File: src/rtl/twrtc_pkg.sv
// ----------------------------------------------------------------------------
// twrtc_pkg
// Shared types and constants of the three-wire rtc serial master.
// ----------------------------------------------------------------------------
package twrtc_pkg;

  typedef enum logic [1:0] {
    REQ_TICK  = 2'd0,
    REQ_WRITE = 2'd1,
    REQ_READ  = 2'd2
  } twrtc_req_e;

  localparam int unsigned PhaseW = 5;

  localparam logic [7:0]        CMD_MARK   = 8'h80;
  localparam logic [7:0]        READ_FLAG  = 8'h01;
  localparam logic [PhaseW-1:0] PHASE_LAST = 5'd31;

  typedef struct packed {
    logic [1:0] req_type;
    logic [5:0] reg_addr;
    logic [7:0] write_byte;
    logic       data_in;
  } twrtc_req_t;

  typedef struct packed {
    logic       chip_enable;
    logic       serial_clock;
    logic       data_out;
    logic       data_drive;
    logic       busy_res;
    logic       done_res;
    logic [7:0] read_byte;
    logic       rejected;
  } twrtc_res_t;

endpackage

File: src/rtl/twrtc_if.sv
// ----------------------------------------------------------------------------
// twrtc_if
// Request and result channels with valid/ready handshake.
// ----------------------------------------------------------------------------
interface twrtc_req_if;
  logic       valid;
  logic       ready;
  logic [1:0] req_type;
  logic [5:0] reg_addr;
  logic [7:0] write_byte;
  logic       data_in;

  modport source (output valid, req_type, reg_addr, write_byte, data_in, input ready);
  modport sink   (input valid, req_type, reg_addr, write_byte, data_in, output ready);
endinterface

interface twrtc_res_if;
  logic       valid;
  logic       ready;
  logic       chip_enable;
  logic       serial_clock;
  logic       data_out;
  logic       data_drive;
  logic       busy_res;
  logic       done_res;
  logic [7:0] read_byte;
  logic       rejected;

  modport source (output valid, chip_enable, serial_clock, data_out, data_drive,
                  busy_res, done_res, read_byte, rejected, input ready);
  modport sink   (input valid, chip_enable, serial_clock, data_out, data_drive,
                  busy_res, done_res, read_byte, rejected, output ready);
endinterface

File: src/rtl/twrtc_core.sv
// ----------------------------------------------------------------------------
// twrtc_core
// Transaction state and one half-clock step of the serial sequencer.
// ----------------------------------------------------------------------------
module twrtc_core (
  input  logic                  clk_i,
  input  logic                  rst_ni,
  input  logic                  step_i,
  input  twrtc_pkg::twrtc_req_t item_i,
  output twrtc_pkg::twrtc_res_t res_o
);
  import twrtc_pkg::*;

  logic [PhaseW-1:0] phase_q, phase_d;
  logic [15:0]       out_shift_q, out_shift_d;
  logic [7:0]        in_shift_q, in_shift_d;
  logic              is_read_q, is_read_d;
  logic              active_q, active_d;

  logic       start;
  logic [7:0] cmd;
  logic       done;
  logic       rej;
  logic [7:0] rb;
  logic [3:0] bit_idx;

  assign start = (item_i.req_type == REQ_WRITE) || (item_i.req_type == REQ_READ);
  assign cmd   = CMD_MARK | {1'b0, item_i.reg_addr, 1'b0};

  always_comb begin
    phase_d     = phase_q;
    out_shift_d = out_shift_q;
    in_shift_d  = in_shift_q;
    is_read_d   = is_read_q;
    active_d    = active_q;
    done        = 1'b0;
    rej         = 1'b0;
    rb          = 8'h00;
    if (start && !active_q) begin
      if (item_i.req_type == REQ_READ) begin
        is_read_d   = 1'b1;
        out_shift_d = {8'h00, cmd | READ_FLAG};
      end else begin
        is_read_d   = 1'b0;
        out_shift_d = {item_i.write_byte, cmd};
      end
      in_shift_d = 8'h00;
      phase_d    = '0;
      active_d   = 1'b1;
    end else if (active_q) begin
      rej = start;
      if (phase_q == PHASE_LAST) begin
        active_d = 1'b0;
        done     = 1'b1;
        rb       = is_read_q ? in_shift_q : 8'h00;
        phase_d  = '0;
      end else begin
        // sample on the clock-low half of each data bit
        if (is_read_q && phase_q[PhaseW-1] && !phase_q[0]) begin
          in_shift_d = {item_i.data_in, in_shift_q[7:1]};
        end
        phase_d = phase_q + 1'b1;
      end
    end
  end

  // pin levels after the step
  assign bit_idx = phase_d[PhaseW-1:1];

  always_comb begin
    res_o              = '0;
    res_o.data_drive   = 1'b1;
    res_o.busy_res     = active_d;
    res_o.done_res     = done;
    res_o.read_byte    = rb;
    res_o.rejected     = rej;
    if (active_d) begin
      res_o.chip_enable  = 1'b1;
      res_o.serial_clock = phase_d[0];
      if (is_read_d && bit_idx[3]) begin
        res_o.data_drive = 1'b0;
      end else begin
        res_o.data_out = out_shift_d[bit_idx];
      end
    end
  end

  always_ff @(posedge clk_i or negedge rst_ni) begin
    if (!rst_ni) begin
      phase_q     <= '0;
      out_shift_q <= '0;
      in_shift_q  <= '0;
      is_read_q   <= 1'b0;
      active_q    <= 1'b0;
    end else if (step_i) begin
      phase_q     <= phase_d;
      out_shift_q <= out_shift_d;
      in_shift_q  <= in_shift_d;
      is_read_q   <= is_read_d;
      active_q    <= active_d;
    end
  end

  a_last_phase_ends: assert property (@(posedge clk_i) disable iff (!rst_ni)
    step_i && active_q && (phase_q == PHASE_LAST) |=> !active_q)
    else $error("transaction did not end after the last phase");

  a_phase_advances: assert property (@(posedge clk_i) disable iff (!rst_ni)
    step_i && active_q && (phase_q != PHASE_LAST)
    |=> active_q && (phase_q == $past(phase_q) + 1'b1))
    else $error("phase did not advance on a step");

  a_idle_holds: assert property (@(posedge clk_i) disable iff (!rst_ni)
    !step_i |=> $stable(phase_q) && $stable(active_q) && $stable(in_shift_q))
    else $error("state changed without a step");

  a_released_line: assert property (@(posedge clk_i) disable iff (!rst_ni)
    !res_o.data_drive |-> res_o.chip_enable && !res_o.data_out && is_read_d)
    else $error("data line released outside a read");

  a_done_not_busy: assert property (@(posedge clk_i) disable iff (!rst_ni)
    res_o.done_res |-> !res_o.busy_res && active_q)
    else $error("done flagged while still busy");

endmodule

File: src/rtl/three_wire_rtc_serial_master_top.sv
// ----------------------------------------------------------------------------
// three_wire_rtc_serial_master_top
// Three-wire real-time-clock serial master, one request per half clock.
// ----------------------------------------------------------------------------
// Usage:
//   req_i carries one request per half serial clock: a tick (advance the
//   running transfer) or a start of a write or read. Every accepted request
//   gives exactly one result on res_o with the pin levels after that step
//   (chip enable, serial clock, data out and drive enable), busy and done
//   flags, the read byte (valid with done) and a flag for a start that was
//   ignored because a transfer was running.
//   A request is registered in the request register, then stepped through the
//   sequencer into the result register. One request per cycle is sustained
//   while the result sink accepts, as each request performs a single step of
//   the sequencer state.
//   A transfer takes 33 requests: the start plus 32 ticks.
//   Reset empties both registers and leaves the sequencer idle.
//   When the result sink stalls, the pending result holds and the request
//   register fills; req_i.ready drops once both are occupied.
// ----------------------------------------------------------------------------
module three_wire_rtc_serial_master_top (
  input  logic clk_i,
  input  logic rst_ni,
  twrtc_req_if.sink   req_i,
  twrtc_res_if.source res_o
);
  import twrtc_pkg::*;

  logic       s1_valid_q;
  twrtc_req_t s1_q;
  logic       out_valid_q;
  twrtc_res_t out_q;
  twrtc_res_t core_res;
  logic       advance;
  logic       step;

  assign advance     = !out_valid_q || res_o.ready;
  assign step        = s1_valid_q && advance;
  assign req_i.ready = !s1_valid_q || advance;

  always_ff @(posedge clk_i or negedge rst_ni) begin
    if (!rst_ni) begin
      s1_valid_q <= 1'b0;
    end else if (req_i.ready) begin
      s1_valid_q <= req_i.valid;
    end
  end

  always_ff @(posedge clk_i) begin
    if (req_i.valid && req_i.ready) begin
      s1_q <= '{req_type:   req_i.req_type,
                reg_addr:   req_i.reg_addr,
                write_byte: req_i.write_byte,
                data_in:    req_i.data_in};
    end
  end

  twrtc_core u_core (
    .clk_i  (clk_i),
    .rst_ni (rst_ni),
    .step_i (step),
    .item_i (s1_q),
    .res_o  (core_res)
  );

  always_ff @(posedge clk_i or negedge rst_ni) begin
    if (!rst_ni) begin
      out_valid_q <= 1'b0;
    end else if (advance) begin
      out_valid_q <= s1_valid_q;
    end
  end

  always_ff @(posedge clk_i) begin
    if (step) begin
      out_q <= core_res;
    end
  end

  assign res_o.valid        = out_valid_q;
  assign res_o.chip_enable  = out_q.chip_enable;
  assign res_o.serial_clock = out_q.serial_clock;
  assign res_o.data_out     = out_q.data_out;
  assign res_o.data_drive   = out_q.data_drive;
  assign res_o.busy_res     = out_q.busy_res;
  assign res_o.done_res     = out_q.done_res;
  assign res_o.read_byte    = out_q.read_byte;
  assign res_o.rejected     = out_q.rejected;

  a_step_fills_output: assert property (@(posedge clk_i) disable iff (!rst_ni)
    step |=> out_valid_q)
    else $error("stepped request produced no result");

  a_stall_keeps_result: assert property (@(posedge clk_i) disable iff (!rst_ni)
    out_valid_q && !res_o.ready |=> out_valid_q && $stable(out_q))
    else $error("stalled result was lost or changed");

  a_full_blocks_input: assert property (@(posedge clk_i) disable iff (!rst_ni)
    s1_valid_q && out_valid_q && !res_o.ready |-> !req_i.ready)
    else $error("request taken with both stages full");

endmodule
File: src/flat_wrapper.sv
// flat-port wrapper written by rule: the top's interface ports become plain ports
module three_wire_rtc_serial_master_top_flat import twrtc_pkg::*;
  (clk_i, rst_ni, req_i_valid, req_i_req_type, req_i_reg_addr, req_i_write_byte, req_i_data_in, req_i_ready, res_o_valid, res_o_chip_enable, res_o_serial_clock, res_o_data_out, res_o_data_drive, res_o_busy_res, res_o_done_res, res_o_read_byte, res_o_rejected, res_o_ready);
  twrtc_req_if req_i_i ();
  twrtc_res_if res_o_i ();
  input  logic clk_i;
  input  logic rst_ni;
  input wire logic [$bits(req_i_i.valid)-1:0] req_i_valid;
  input wire logic [$bits(req_i_i.req_type)-1:0] req_i_req_type;
  input wire logic [$bits(req_i_i.reg_addr)-1:0] req_i_reg_addr;
  input wire logic [$bits(req_i_i.write_byte)-1:0] req_i_write_byte;
  input wire logic [$bits(req_i_i.data_in)-1:0] req_i_data_in;
  output wire logic [$bits(req_i_i.ready)-1:0] req_i_ready;
  output wire logic [$bits(res_o_i.valid)-1:0] res_o_valid;
  output wire logic [$bits(res_o_i.chip_enable)-1:0] res_o_chip_enable;
  output wire logic [$bits(res_o_i.serial_clock)-1:0] res_o_serial_clock;
  output wire logic [$bits(res_o_i.data_out)-1:0] res_o_data_out;
  output wire logic [$bits(res_o_i.data_drive)-1:0] res_o_data_drive;
  output wire logic [$bits(res_o_i.busy_res)-1:0] res_o_busy_res;
  output wire logic [$bits(res_o_i.done_res)-1:0] res_o_done_res;
  output wire logic [$bits(res_o_i.read_byte)-1:0] res_o_read_byte;
  output wire logic [$bits(res_o_i.rejected)-1:0] res_o_rejected;
  input wire logic [$bits(res_o_i.ready)-1:0] res_o_ready;
  assign req_i_i.valid = req_i_valid;
  assign req_i_i.req_type = req_i_req_type;
  assign req_i_i.reg_addr = req_i_reg_addr;
  assign req_i_i.write_byte = req_i_write_byte;
  assign req_i_i.data_in = req_i_data_in;
  assign req_i_ready = req_i_i.ready;
  assign res_o_valid = res_o_i.valid;
  assign res_o_chip_enable = res_o_i.chip_enable;
  assign res_o_serial_clock = res_o_i.serial_clock;
  assign res_o_data_out = res_o_i.data_out;
  assign res_o_data_drive = res_o_i.data_drive;
  assign res_o_busy_res = res_o_i.busy_res;
  assign res_o_done_res = res_o_i.done_res;
  assign res_o_read_byte = res_o_i.read_byte;
  assign res_o_rejected = res_o_i.rejected;
  assign res_o_i.ready = res_o_ready;
  three_wire_rtc_serial_master_top u_core (.clk_i(clk_i), .rst_ni(rst_ni), .req_i(req_i_i), .res_o(res_o_i));
endmodule
File: config.mk
export PLATFORM = sky130hd
export DESIGN_NAME = three_wire_rtc_serial_master_top_flat
export DESIGN_NICKNAME = d
export VERILOG_FILES = /design/src/rtl/twrtc_pkg.sv /design/src/rtl/twrtc_if.sv /design/src/rtl/twrtc_core.sv /design/src/rtl/three_wire_rtc_serial_master_top.sv /design/src/flat_wrapper.sv
export SDC_FILE = /design/constraint.sdc
export NUM_CORES = 1
export LEC_CHECK = 0
export ABC_AREA = 1
export BUFFER_PORTS_ARGS = -buffer_cell sky130_fd_sc_hd__clkbuf_2
export CORE_UTILIZATION = 54
export CTS_BUF_LIST = sky130_fd_sc_hd__clkbuf_4
export DETAILED_ROUTE_END_ITERATION = 10
export PLACE_DENSITY = 0.86
export SLEW_MARGIN = 20
export SYNTH_ARGS = -nofsm -noshare
export SYNTH_HDL_FRONTEND = slang
export SYNTH_SLANG_ARGS = --single-unit
File: constraint.sdc
create_clock -name clk_i -period 1.85 [get_ports clk_i]
set_input_delay 0.0925 -clock clk_i [delete_from_list [all_inputs] [get_ports clk_i]]
set_output_delay 0.0925 -clock clk_i [all_outputs]
set_load 0.02 [all_outputs]
==> results of run 1 <==
## flip-flops by register name (all words and copies together) (netlist names), 5 cells and up
register / cells
u_core.res_o.read_byte: 8
u_core.s1_q: 17
u_core.u_core.phase_q: 5
u_core.u_core.out_shift_q: 16
u_core.u_core.in_shift_q: 8
## placed cells by master, fill, tap and decap left out
| master | n |
|---|---|
| sky130_fd_sc_hd__clkbuf_16 | 1 |
| sky130_fd_sc_hd__clkbuf_4 | 9 |
| sky130_fd_sc_hd__inv_1 | 32 |
| sky130_fd_sc_hd__edfxtp_1 | 31 |
| sky130_fd_sc_hd__a21oi_4 | 1 |
| sky130_fd_sc_hd__nor2_2 | 6 |
| sky130_fd_sc_hd__inv_2 | 6 |
| sky130_fd_sc_hd__buf_6 | 1 |
| sky130_fd_sc_hd__nor2_4 | 4 |
| sky130_fd_sc_hd__ha_2 | 2 |
| sky130_fd_sc_hd__clkbuf_2 | 37 |
| sky130_fd_sc_hd__clkinv_2 | 4 |
| sky130_fd_sc_hd__o22ai_1 | 1 |
| sky130_fd_sc_hd__inv_4 | 1 |
| sky130_fd_sc_hd__dlygate4sd3_1 | 21 |
| sky130_fd_sc_hd__dfrtp_1 | 33 |
| sky130_fd_sc_hd__bufinv_16 | 1 |
| sky130_fd_sc_hd__nand2_4 | 3 |
| sky130_fd_sc_hd__buf_12 | 2 |
| sky130_fd_sc_hd__nand2_2 | 5 |
| sky130_fd_sc_hd__ha_4 | 1 |
| sky130_fd_sc_hd__o21ai_1 | 14 |
| sky130_fd_sc_hd__o21ai_0 | 16 |
| sky130_fd_sc_hd__nor3_1 | 1 |
| sky130_fd_sc_hd__nand2_1 | 92 |
| sky130_fd_sc_hd__or2_2 | 1 |
| sky130_fd_sc_hd__nor2_1 | 18 |
| sky130_fd_sc_hd__nand3_1 | 23 |
| sky130_fd_sc_hd__nand3_2 | 6 |
| sky130_fd_sc_hd__buf_4 | 22 |
| sky130_fd_sc_hd__nand4_1 | 1 |
## path summary, 6_finish.rpt
kind / start / end / slack (ns) / cells past startpoint
min in group clk_i: req_i_reg_addr[0] / u_core.s1_q[9] / 0.38 / 2
hold reg to reg: u_core.u_core.out_shift_q[7] / u_core.u_core.out_shift_q[7] / 0.48 / 1
hold / removal: rst_ni / u_core.u_core.out_shift_q[5] / 0.30 / 2
setup / recovery: u_core.u_core.phase_q[0] / u_core.res_o.data_out / -0.1 / 14
max in group asynchronous: rst_ni / u_core.u_core.in_shift_q[0] / 1.03 / 2
setup reg to reg: u_core.u_core.phase_q[0] / u_core.res_o.data_out / -0.1 / 14
## cell type report
cell class	instances	area, um2
Fill cell	393	1380
Clock inverter	5	50.0
Sequential cell	64	1760
Timing Repair Buffer	84	637
Multi-Input combinational cell	195	981
Inverter	39	149
Clock buffer	9	67.6
Tap cell	70	87.6
## metrics by stage
stage / total power, mW / util, %
floorplan: 3.22 / -
global placement: 3.64 / 63.4
detailed placement: 3.71 / 63.4
CTS: 4.69 / 71.4
global route: 5.17 / 73.0
finish: 4.82 / 73.0
## synthesized netlist by cell type, drive strengths merged
cell type  instances  area, um2
edfxtp            31        931
inv               39        149
nor2              27        129
or2                1       6.26
dfrtp             33        826
ha                 3       37.5
nand3             29        145
o22ai              1       6.26
buf                9       68.8
clkbuf             1       3.75
nand4              1       6.26
nand2            100        390
a21oi              1       16.3
nor3               1       5.00
o21ai             30        150
## cells by family after synthesis
| logic type | share of synthesized area [%] |
|---|---|
| and+or+nand+nor | 23.8 |
| DFF | 61.2 |
| buffers and inverters | 7.72 |
| AOI/OAI and AO/OA | 6.02 |
| adders and majority gates | 1.31 |
## worst max-delay path: stages, from the launching register on
cell	delay [ns]
sky130_fd_sc_hd__dfrtp_1	0.40
sky130_fd_sc_hd__ha_2	0.20
sky130_fd_sc_hd__nand2_2	0.05
sky130_fd_sc_hd__nor2_2	0.11
sky130_fd_sc_hd__ha_2	0.23
sky130_fd_sc_hd__nand2_4	0.08
sky130_fd_sc_hd__nand2_4	0.08
sky130_fd_sc_hd__nor2_4	0.06
sky130_fd_sc_hd__buf_4	0.13
sky130_fd_sc_hd__nand2_1	0.07
sky130_fd_sc_hd__nand2_1	0.06
sky130_fd_sc_hd__nand2_1	0.06
sky130_fd_sc_hd__nand3_1	0.08
sky130_fd_sc_hd__nand2_1	0.08
sky130_fd_sc_hd__nor2_2	0.03
## what timing repair did
| item | CTS | global route |
|---|---|---|
| pin swaps | 8 | 14 |
| buffers inserted | 5 | 1 |
| hold buffers | 21 | 0 |
| hold endpoints to repair | 52 | 0 |
| cloned | 0 | 2 |
| resized for setup | 8 | 13 |
| endpoints found under the setup margin | 7 | 20 |
## where the power goes
group / internal [mW] / switching, mW
logic: 0.751 / 1.11
clock network: 0.388 / 0.464
registers: 1.89 / 0.222
## routing by layer
metal	vias to the layer above	wire, um
met5	-	0
met4	0	144
met3	16	260
met2	68	2920
met1	1035	2490
li1	1162	-
==> results.txt, run 1 <==
----------------------------------------------------
[Routing]
  Residual antenna-violating net count after detailed routing ... 0
  Starting DRC count in detailed routing ... 189
  Overall routed net length ... 5810 um
  Count of unresolved DRC violations after routing ... 0
  Detailed-route vias per instance ... 4.89
  Average wire length per cell after detail routing ... 12.5 um
  Via count ... 2,281
  First-pass iteration count of the detailed router ... 4

[Status]
  Run status ... complete, but fails checks
  Violations in the final reports ... negative setup slack

[Setup path]
  Endpoint required time on the critical path ... 2.04 ns
  Crit Path Category ... reg -> reg
  Launching element type of the critical path ... register
  Critical Path AT ... 2.13 ns
  Nature of the critical path endpoint ... register
  Worst Path Max Fanout ... 6

[Global route]
  Number of global-route vias before repair ... 2,131
  GRT Util Overall ... 24.2%
  Most utilized layer in the global route result ... met2
  Met2 GRT Util ... 39.6%
  Global routing met3 resource utilization ... 8.03%
  Global-route met1 utilization ... 29.3%
  Grt total ovfl ... 0
  Global-route wire length before repair ... 9640 um
  Maximum number of pins on one net before global-route repair ... 34
  Antenna violations before repair ... 0

[Clock network]
  Worst-case clock buffer depth ... 2
  H-tree depth ... 3
  CTS tree ... done
  Total clock sinks ... 64
  Cell at the root of the clock tree ... sky130_fd_sc_hd__clkbuf_4
  Inserted Clock Buffers ... 9
  Clock latency at the later pin of the worst-skew pair ... 0.42 ns
  Clock-pin slew on the worst setup and hold paths ... 0.10 ns

[Synthesis]
  Synthesized netlist net count ... 331
  Number of unique standard cell types used by synthesis ... 24
  Post-synthesis average cell area ... 9.35 um2
  Synth Register Bits ... 64
  Summed instance area of the synthesized netlist ... 2870 um2
  Count of mapped cells out of synthesis ... 307
  Seq/Total Area, Yosys ... 61.2%
  Synthesis Warnings ... 0

[Placement]
  Weighted congestion at the end of routability-driven global placement ... 0.950
  Placed Instance Area ... 3240 um2
  Number of buffers added on ports ... 37
  Worst setup slack after placement ... -0.126 ns
  Placed cells ... 423
  Hpwl dp ... 3600 um

[STA]
  Count of final hold-check violations ... 0
  Period utilisation layout ... 105%
  Rel. slew slack ... 44.7%
  Tightest hold margin ... 0.298 ns
  Total negative slack for setup checks ... -0.107 ns
  Number of setup violations in the final report ... 4
  Clock period minus final worst setup slack ... 1.95 ns
  Slew at the pin closest to its max-slew limit ... 0.829 ns
  Clock skew ... 0.0125 ns
  Max Freq ... 0.513 GHz
  Max Slew Vio Count ... 0
  Unrepaired setup endpoints after global routing ... true
  Final worst setup slack ... -0.0985 ns

[Cells and area]
  Count of placed standard cells in the final layout, fillers left out ... 466
  Antenna diode count ... 0
  Post-route cell area ... 3730 um2
  Fraction of final layout cells sized beyond drive strength 1 ... 28.5%
  Signed area change from the synthesized netlist to the final layout ... 29.9%
  Final #Nets ... 417

[Floorplanning]
  Top-level I/O count ... 38
  Core Area ... 5110 um2
  Std-Cell Rows ... 26
  Horizontal die dimension ... 74.9 um
  Starting utilization of the core area ... 56.2%
  Die span in y ... 74.9 um
  Area of the die ... 5610 um2

[Power]
  Total power divided by cell area ... 1290 nW/um2
  Cell leakage power ... 1.77 nW
  Worst-case vdd ir drop ... 0.894 mV

[Job]
  Number of max-cap violations ... 0

[Min path]
  Hold WC Path Type ... in -> async

----------------------------------------------------
(Power assumes the default switching activity.)
==> run 2: changes to the inputs <==
--- a/config.mk
+++ b/config.mk
@@ -5,12 +5,12 @@
 export SDC_FILE = /design/constraint.sdc
 export NUM_CORES = 1
 export LEC_CHECK = 0
-export ABC_AREA = 1
+export ABC_AREA = 0
 export BUFFER_PORTS_ARGS = -buffer_cell sky130_fd_sc_hd__clkbuf_2
-export CORE_UTILIZATION = 54
+export CORE_UTILIZATION = 53
 export CTS_BUF_LIST = sky130_fd_sc_hd__clkbuf_4
 export DETAILED_ROUTE_END_ITERATION = 10
-export PLACE_DENSITY = 0.86
+export PLACE_DENSITY = 0.85
 export SLEW_MARGIN = 20
 export SYNTH_ARGS = -nofsm -noshare
 export SYNTH_HDL_FRONTEND = slang
==> results.txt, run 2 <==
----------------------------------------------------
[Setup path]
  Crit Path Category ... reg -> reg
  Endpoint required time on the critical path ... 2.02 ns
  Nature of the critical path endpoint ... register
  Launching element type of the critical path ... register
  Worst Path Max Fanout ... 3
  Critical Path AT ... 2.19 ns

[Synthesis]
  Synth Register Bits ... 64
  Summed instance area of the synthesized netlist ... 2850 um2
  Seq/Total Area, Yosys ... 61.7%
  Synth area leaders ... sky130_fd_sc_hd__edfxtp_1, sky130_fd_sc_hd__dfrtp_1, sky130_fd_sc_hd__nand2_1
  Most numerous cell in the Yosys netlist ... sky130_fd_sc_hd__nand2_1
  Most common library cells after synthesis ... sky130_fd_sc_hd__nand2_1, sky130_fd_sc_hd__dfrtp_1, sky130_fd_sc_hd__edfxtp_1
  Synthesized netlist net count ... 261
  Cell type contributing the most total cell area after synthesis ... sky130_fd_sc_hd__edfxtp_1
  Synthesis Warnings ... 0
  Fraction of registers with async set/reset ... 51.6%
  Predominant post-synthesis flop cell ... sky130_fd_sc_hd__dfrtp_1
  Post-synthesis average cell area ... 12.0 um2
  Number of unique standard cell types used by synthesis ... 47
  EDFF count, synth ... 31
  Portion of synthesized cell area occupied by the leading cell type ... 32.7%
  Count of mapped cells out of synthesis ... 237

[Clock network]
  Inserted Clock Buffers ... 9
  Total clock sinks ... 64
  Clock-pin slew on the worst setup and hold paths ... 0.12 ns
  Clock latency at the later pin of the worst-skew pair ... 0.43 ns
  Worst-case clock buffer depth ... 2
  Cell at the root of the clock tree ... sky130_fd_sc_hd__clkbuf_4
  H-tree depth ... 3
  CTS tree ... done

[STA]
  Rel. slew slack ... 44.4%
  Final worst setup slack ... -0.165 ns
  Period utilisation layout ... 109%
  Slew at the pin closest to its max-slew limit ... 0.834 ns
  Clock period minus final worst setup slack ... 2.01 ns
  Max Freq ... 0.496 GHz
  Count of final hold-check violations ... 0
  Number of setup violations in the final report ... 1
  Unrepaired setup endpoints after global routing ... true
  Max Slew Vio Count ... 0
  Clock skew ... 0.0157 ns
  Tightest hold margin ... 0.298 ns

[Power]
  Total power divided by cell area ... 1200 nW/um2
  Cell leakage power ... 1.62 nW
  Worst-case vdd ir drop ... 0.789 mV

[Cells and area]
  FILL cells ... 365
  Leading cell types in the layout, fill and taps excluded ... sky130_fd_sc_hd__nand2_1, sky130_fd_sc_hd__clkbuf_2, sky130_fd_sc_hd__dfrtp_1
  Post-route cell area ... 3750 um2
  Largest register FFs ... 17
  Antenna diode count ... 0
  Largest registers ... u_core.s1_q x17, u_core.u_core.out_shift_q x16
  Most common cell after layout, fill and taps aside ... sky130_fd_sc_hd__nand2_1
  Fraction of final layout cells sized beyond drive strength 1 ... 33.8%
  Final #Nets ... 350
  Register with the highest flop count ... u_core.s1_q
  Signed area change from the synthesized netlist to the final layout ... 31.8%

[Global route]
  Antenna violations before repair ... 0
  Number of global-route vias before repair ... 1,964
  Grt total ovfl ... 0
  GRT Util Overall ... 22.9%
  Global-route wire length before repair ... 9110 um
  Maximum number of pins on one net before global-route repair ... 34

[Placement]
  Hpwl dp ... 3790 um
  Number of buffers added on ports ... 37
  Weighted congestion at the end of routability-driven global placement ... 0.949
  Placed Instance Area ... 3300 um2

[Floorplanning]
  Top-level I/O count ... 38
  Starting utilization of the core area ... 55.4%
  Die span in y ... 75.3 um
  Area of the die ... 5670 um2
  Std-Cell Rows ... 26
  Horizontal die dimension ... 75.3 um
  Core Area ... 5140 um2

[Routing]
  Detailed-route vias per instance ... 5.28
  Count of unresolved DRC violations after routing ... 0
  First-pass iteration count of the detailed router ... 4
  Average wire length per cell after detail routing ... 13.9 um
  Starting DRC count in detailed routing ... 161
  Residual antenna-violating net count after detailed routing ... 0
  Via count ... 2,117
  Overall routed net length ... 5580 um

[Min path]
  Hold WC Path Type ... in -> async

[Job]
  Number of max-cap violations ... 0

[Status]
  Run status ... complete, but fails checks
  Violations in the final reports ... negative setup slack

----------------------------------------------------
## run 2: changes by cell type after synthesis, sizes merged, moves of 11 or more
cell,delta
and2,+11
inv,-37
nand2,-61
nand2b,+14
nand3,-27
nor2,-23
## run 2: per-layer routing
layer	track usage, %	wire length [um]
met1	28.1	2330
met2	35.8	2800
met3	5.89	222
met4	15.6	235
met5	0	0
## run 2: cell families (layout without fill, tap and decap cells)
group           Yosys count  after routing  share of synthesized area (%)
compound gates           45             45                           10.1
xor+xnor                  3              3                          0.923
fa+ha+maj                 3              3                           1.32
buf+inv                  15            109                           2.77
flops                    64             64                           61.7
mux                      15             15                           5.67
simple gates             92             92                           17.5
## run 2: cell type report
class / instances / area [um2] / share of cell area, %
inverter: 3 / 12.5 / 0.333
clock inverter: 7 / 96.3 / 2.57
timing repair buffer: 90 / 636 / 16.9
multi-input combinational: 158 / 1100 / 29.2
tap: 70 / 87.6 / 2.33
sequential: 64 / 1760 / 46.8
clock buffer: 9 / 67.6 / 1.80
## run 2: stage by stage
stage	cells	worst slack, ns	power, mW	TNS [ns]	utilization (%)
floorplan	237	-0.150	2.82	-0.295	-
global placement	362	-0.129	3.26	-0.183	64.3
detailed placement	362	-0.152	3.32	-0.878	64.3
CTS	401	-0.125	4.49	-0.126	72.8
global route	401	-0.250	4.76	-0.750	73.0
finish	401	-0.165	4.50	-0.165	73.0
## run 2: worst paths after layout
path / start / end / slack, ns / cells past startpoint
max: u_core.u_core.phase_q[1] / u_core.res_o.data_out / -0.16 / 7
min: rst_ni / u_core.u_core.in_shift_q[5] / 0.30 / 2
max reg2reg: u_core.u_core.phase_q[1] / u_core.res_o.data_out / -0.16 / 7
min reg2reg: u_core.s1_q[14] / u_core.u_core.out_shift_q[6] / 0.47 / 1
max in group asynchronous: rst_ni / u_core.u_core.out_shift_q[13] / 1.03 / 2
min in group clk_i: req_i_write_byte[2] / u_core.s1_q[3] / 0.38 / 2
## run 2: repair_timing
action                     4_1_cts  5_1_grt
hold buffers                    21        0
setup endpoints to repair       24       13
pin swaps                        3        3
gates resized for setup         11        2
hold endpoints to repair        52        0
buffers inserted                 2        0
## run 2: report_power, final
group | switching [mW] | internal (mW) | total, mW
clock | 0.527 | 0.549 | 1.08
sequential | 0.177 | 1.80 | 1.97
combinational | 0.738 | 0.716 | 1.45
total | 1.44 | 3.06 | 4.50
## run 2: critical path, stage by stage, from the launching register on
cell and delay (ns):
sky130_fd_sc_hd__dfrtp_1 0.41, sky130_fd_sc_hd__ha_2 0.18, sky130_fd_sc_hd__buf_4 0.13, sky130_fd_sc_hd__xor2_1 0.34, sky130_fd_sc_hd__a22o_1 0.25, sky130_fd_sc_hd__o2111ai_2 0.12, sky130_fd_sc_hd__a32oi_1 0.22, sky130_fd_sc_hd__o211ai_1 0.12
==> run 3: changes to the inputs <==
--- a/config.mk
+++ b/config.mk
@@ -5,12 +5,11 @@
 export SDC_FILE = /design/constraint.sdc
 export NUM_CORES = 1
 export LEC_CHECK = 0
-export ABC_AREA = 0
 export BUFFER_PORTS_ARGS = -buffer_cell sky130_fd_sc_hd__clkbuf_2
-export CORE_UTILIZATION = 53
+export CORE_UTILIZATION = 35
 export CTS_BUF_LIST = sky130_fd_sc_hd__clkbuf_4
 export DETAILED_ROUTE_END_ITERATION = 10
-export PLACE_DENSITY = 0.85
+export PLACE_DENSITY = 0.63
 export SLEW_MARGIN = 20
 export SYNTH_ARGS = -nofsm -noshare
 export SYNTH_HDL_FRONTEND = slang
==> results.txt, run 3 (synthesis gave the netlist of run 2 again) <==
----------------------------------------------------
[Status]
  Run status ... complete, but fails checks
  Violations in the final reports ... negative setup slack

[Setup path]
  Number of buffer and inverter stages on the critical path ... 0
  Family with the most delay on the worst path ... compound AO/OA/AOI/OAI gates
  Crit Path Category ... reg -> reg
  Worst Path Max Fanout ... 5
  Critical-path cell list ... ha_2 -> and3_4 -> ha_4 -> and2_4 -> o311a_1 -> a32oi_1 -> o211ai_1
  Critical path's largest stage delay ... 0.41 ns
  Critical Path AT ... 2.09 ns
  Slowest stage cell, crit path ... sky130_fd_sc_hd__dfrtp_1
  Launching element type of the critical path ... register
  Endpoint required time on the critical path ... 2.01 ns
  Nature of the critical path endpoint ... register

[Floorplanning]
  Horizontal die dimension ... 92.2 um
  Top-level I/O count ... 38
  Core Area ... 7810 um2
  Starting utilization of the core area ... 36.5%
  Die span in y ... 92.2 um
  Std-Cell Rows ... 32
  Area of the die ... 8500 um2

[Routing]
  Overall routed net length ... 5690 um
  Detailed-route vias per instance ... 4.71
  Count of unresolved DRC violations after routing ... 0
  Via count ... 2,064
  Average wire length per cell after detail routing ... 13.0 um
  Starting DRC count in detailed routing ... 68
  Residual antenna-violating net count after detailed routing ... 0
  First-pass iteration count of the detailed router ... 4

[Clock network]
  CTS tree ... done
  Total clock sinks ... 64
  Worst-case clock buffer depth ... 2
  Inserted Clock Buffers ... 9
  Clock-pin slew on the worst setup and hold paths ... 0.10 ns
  Clock latency at the later pin of the worst-skew pair ... 0.40 ns
  Cell at the root of the clock tree ... sky130_fd_sc_hd__clkbuf_4
  H-tree depth ... 3

[Cells and area]
  Antenna diode count ... 0
  Final #Nets ... 355
  Leading cell types in the layout, fill and taps excluded ... sky130_fd_sc_hd__nand2_1, sky130_fd_sc_hd__clkbuf_2, sky130_fd_sc_hd__buf_4
  Signed area change from the synthesized netlist to the final layout ... 34.0%
  Register with the highest flop count ... u_core.s1_q
  Most common cell after layout, fill and taps aside ... sky130_fd_sc_hd__nand2_1
  Core utilization of the finished layout ... 48.8%
  Largest register FFs ... 17
  Post-route cell area ... 3810 um2
  Count of placed standard cells in the final layout, fillers left out ... 438
  Fraction of final layout cells sized beyond drive strength 1 ... 34.8%
  Largest registers ... u_core.s1_q x17, u_core.u_core.out_shift_q x16

[STA]
  Clock skew ... 0.0130 ns
  Max Freq ... 0.518 GHz
  Count of final hold-check violations ... 0
  Final worst setup slack ... -0.0802 ns
  Period utilisation layout ... 104%
  Max Slew Vio Count ... 0
  Slew at the pin closest to its max-slew limit ... 0.820 ns
  Rel. slew slack ... 45.3%
  Number of setup violations in the final report ... 5
  Unrepaired setup endpoints after global routing ... true
  Clock period minus final worst setup slack ... 1.93 ns

[Min path]
  Hold WC Path Type ... in -> async

[Power]
  Total power divided by cell area ... 1140 nW/um2
  Total power ... 4.34 mW
  Worst-case vdd ir drop ... 0.545 mV
  Cell leakage power ... 1.62 nW

[Global route]
  Grt total ovfl ... 0
  Global-route wire length before repair ... 9960 um
  Antenna violations before repair ... 0
  GRT Util Overall ... 15.3%
  Number of global-route vias before repair ... 2,152
  Maximum number of pins on one net before global-route repair ... 34

[Placement]
  Number of buffers added on ports ... 37
  Weighted congestion at the end of routability-driven global placement ... 0.849
  Hpwl dp ... 3900 um
  Placed cells ... 396
  Worst setup slack after placement ... -0.269 ns
  Placed Instance Area ... 3360 um2

[Job]
  Number of max-cap violations ... 0

----------------------------------------------------
## run 3: layer usage
metal	up-vias	wire, um	GRT usage, %
met5	-	0	0
li1	1036	-	-
met4	0	167	8.07
met3	19	198	4.31
met2	47	2780	25.9
met1	962	2540	17.5
## run 3: report_power, final
part           total, mW  switching [mW]  internal (mW)
Combinational       1.46           0.712          0.745
Clock              0.891           0.461          0.430
Sequential          1.99           0.194           1.80
Total               4.34            1.37           2.97
## run 3: repair_timing
action	CTS	global route
cloned	1	0
setup endpoints to repair	9	20
pin swaps	11	7
buffers inserted	3	1
endpoints found under the hold margin	52	0
gates resized for setup	18	4
hold buffers	21	0
## run 3: final timing paths
kind                                           from                           end  slack [ns]  depth (start not counted)
max                        u_core.u_core.phase_q[0]         u_core.res_o.data_out       -0.08                          7
min                                          rst_ni            u_core.res_o.valid        0.32                          2
max reg2reg                u_core.u_core.phase_q[0]         u_core.res_o.data_out       -0.08                          7
min reg2reg                         u_core.s1_q[14]  u_core.u_core.out_shift_q[6]        0.45                          1
max in group asynchronous                    rst_ni        u_core.u_core.active_q        0.96                          2
min in group clk_i                req_i_req_type[1]               u_core.s1_q[16]        0.40                          2
## run 3: layout make-up
cell class	instances	area, um2
flip-flops and latches	64	1760
clock buffers	11	82.6
inverters	3	12.5
clock inverters	5	47.5
fillers	723	3990
multi-input cells	159	1120
repair buffers	94	666
well taps	102	128
## run 3: stage by stage
stage | hold WS [ns] | setup TNS [ns]
finish | 0.321 | -0.101
global route | 0.372 | -0.713
CTS | 0.333 | -0.231
detailed placement | 0.232 | -1.29
global placement | 0.220 | -1.20
floorplan | -0.203 | -0.295
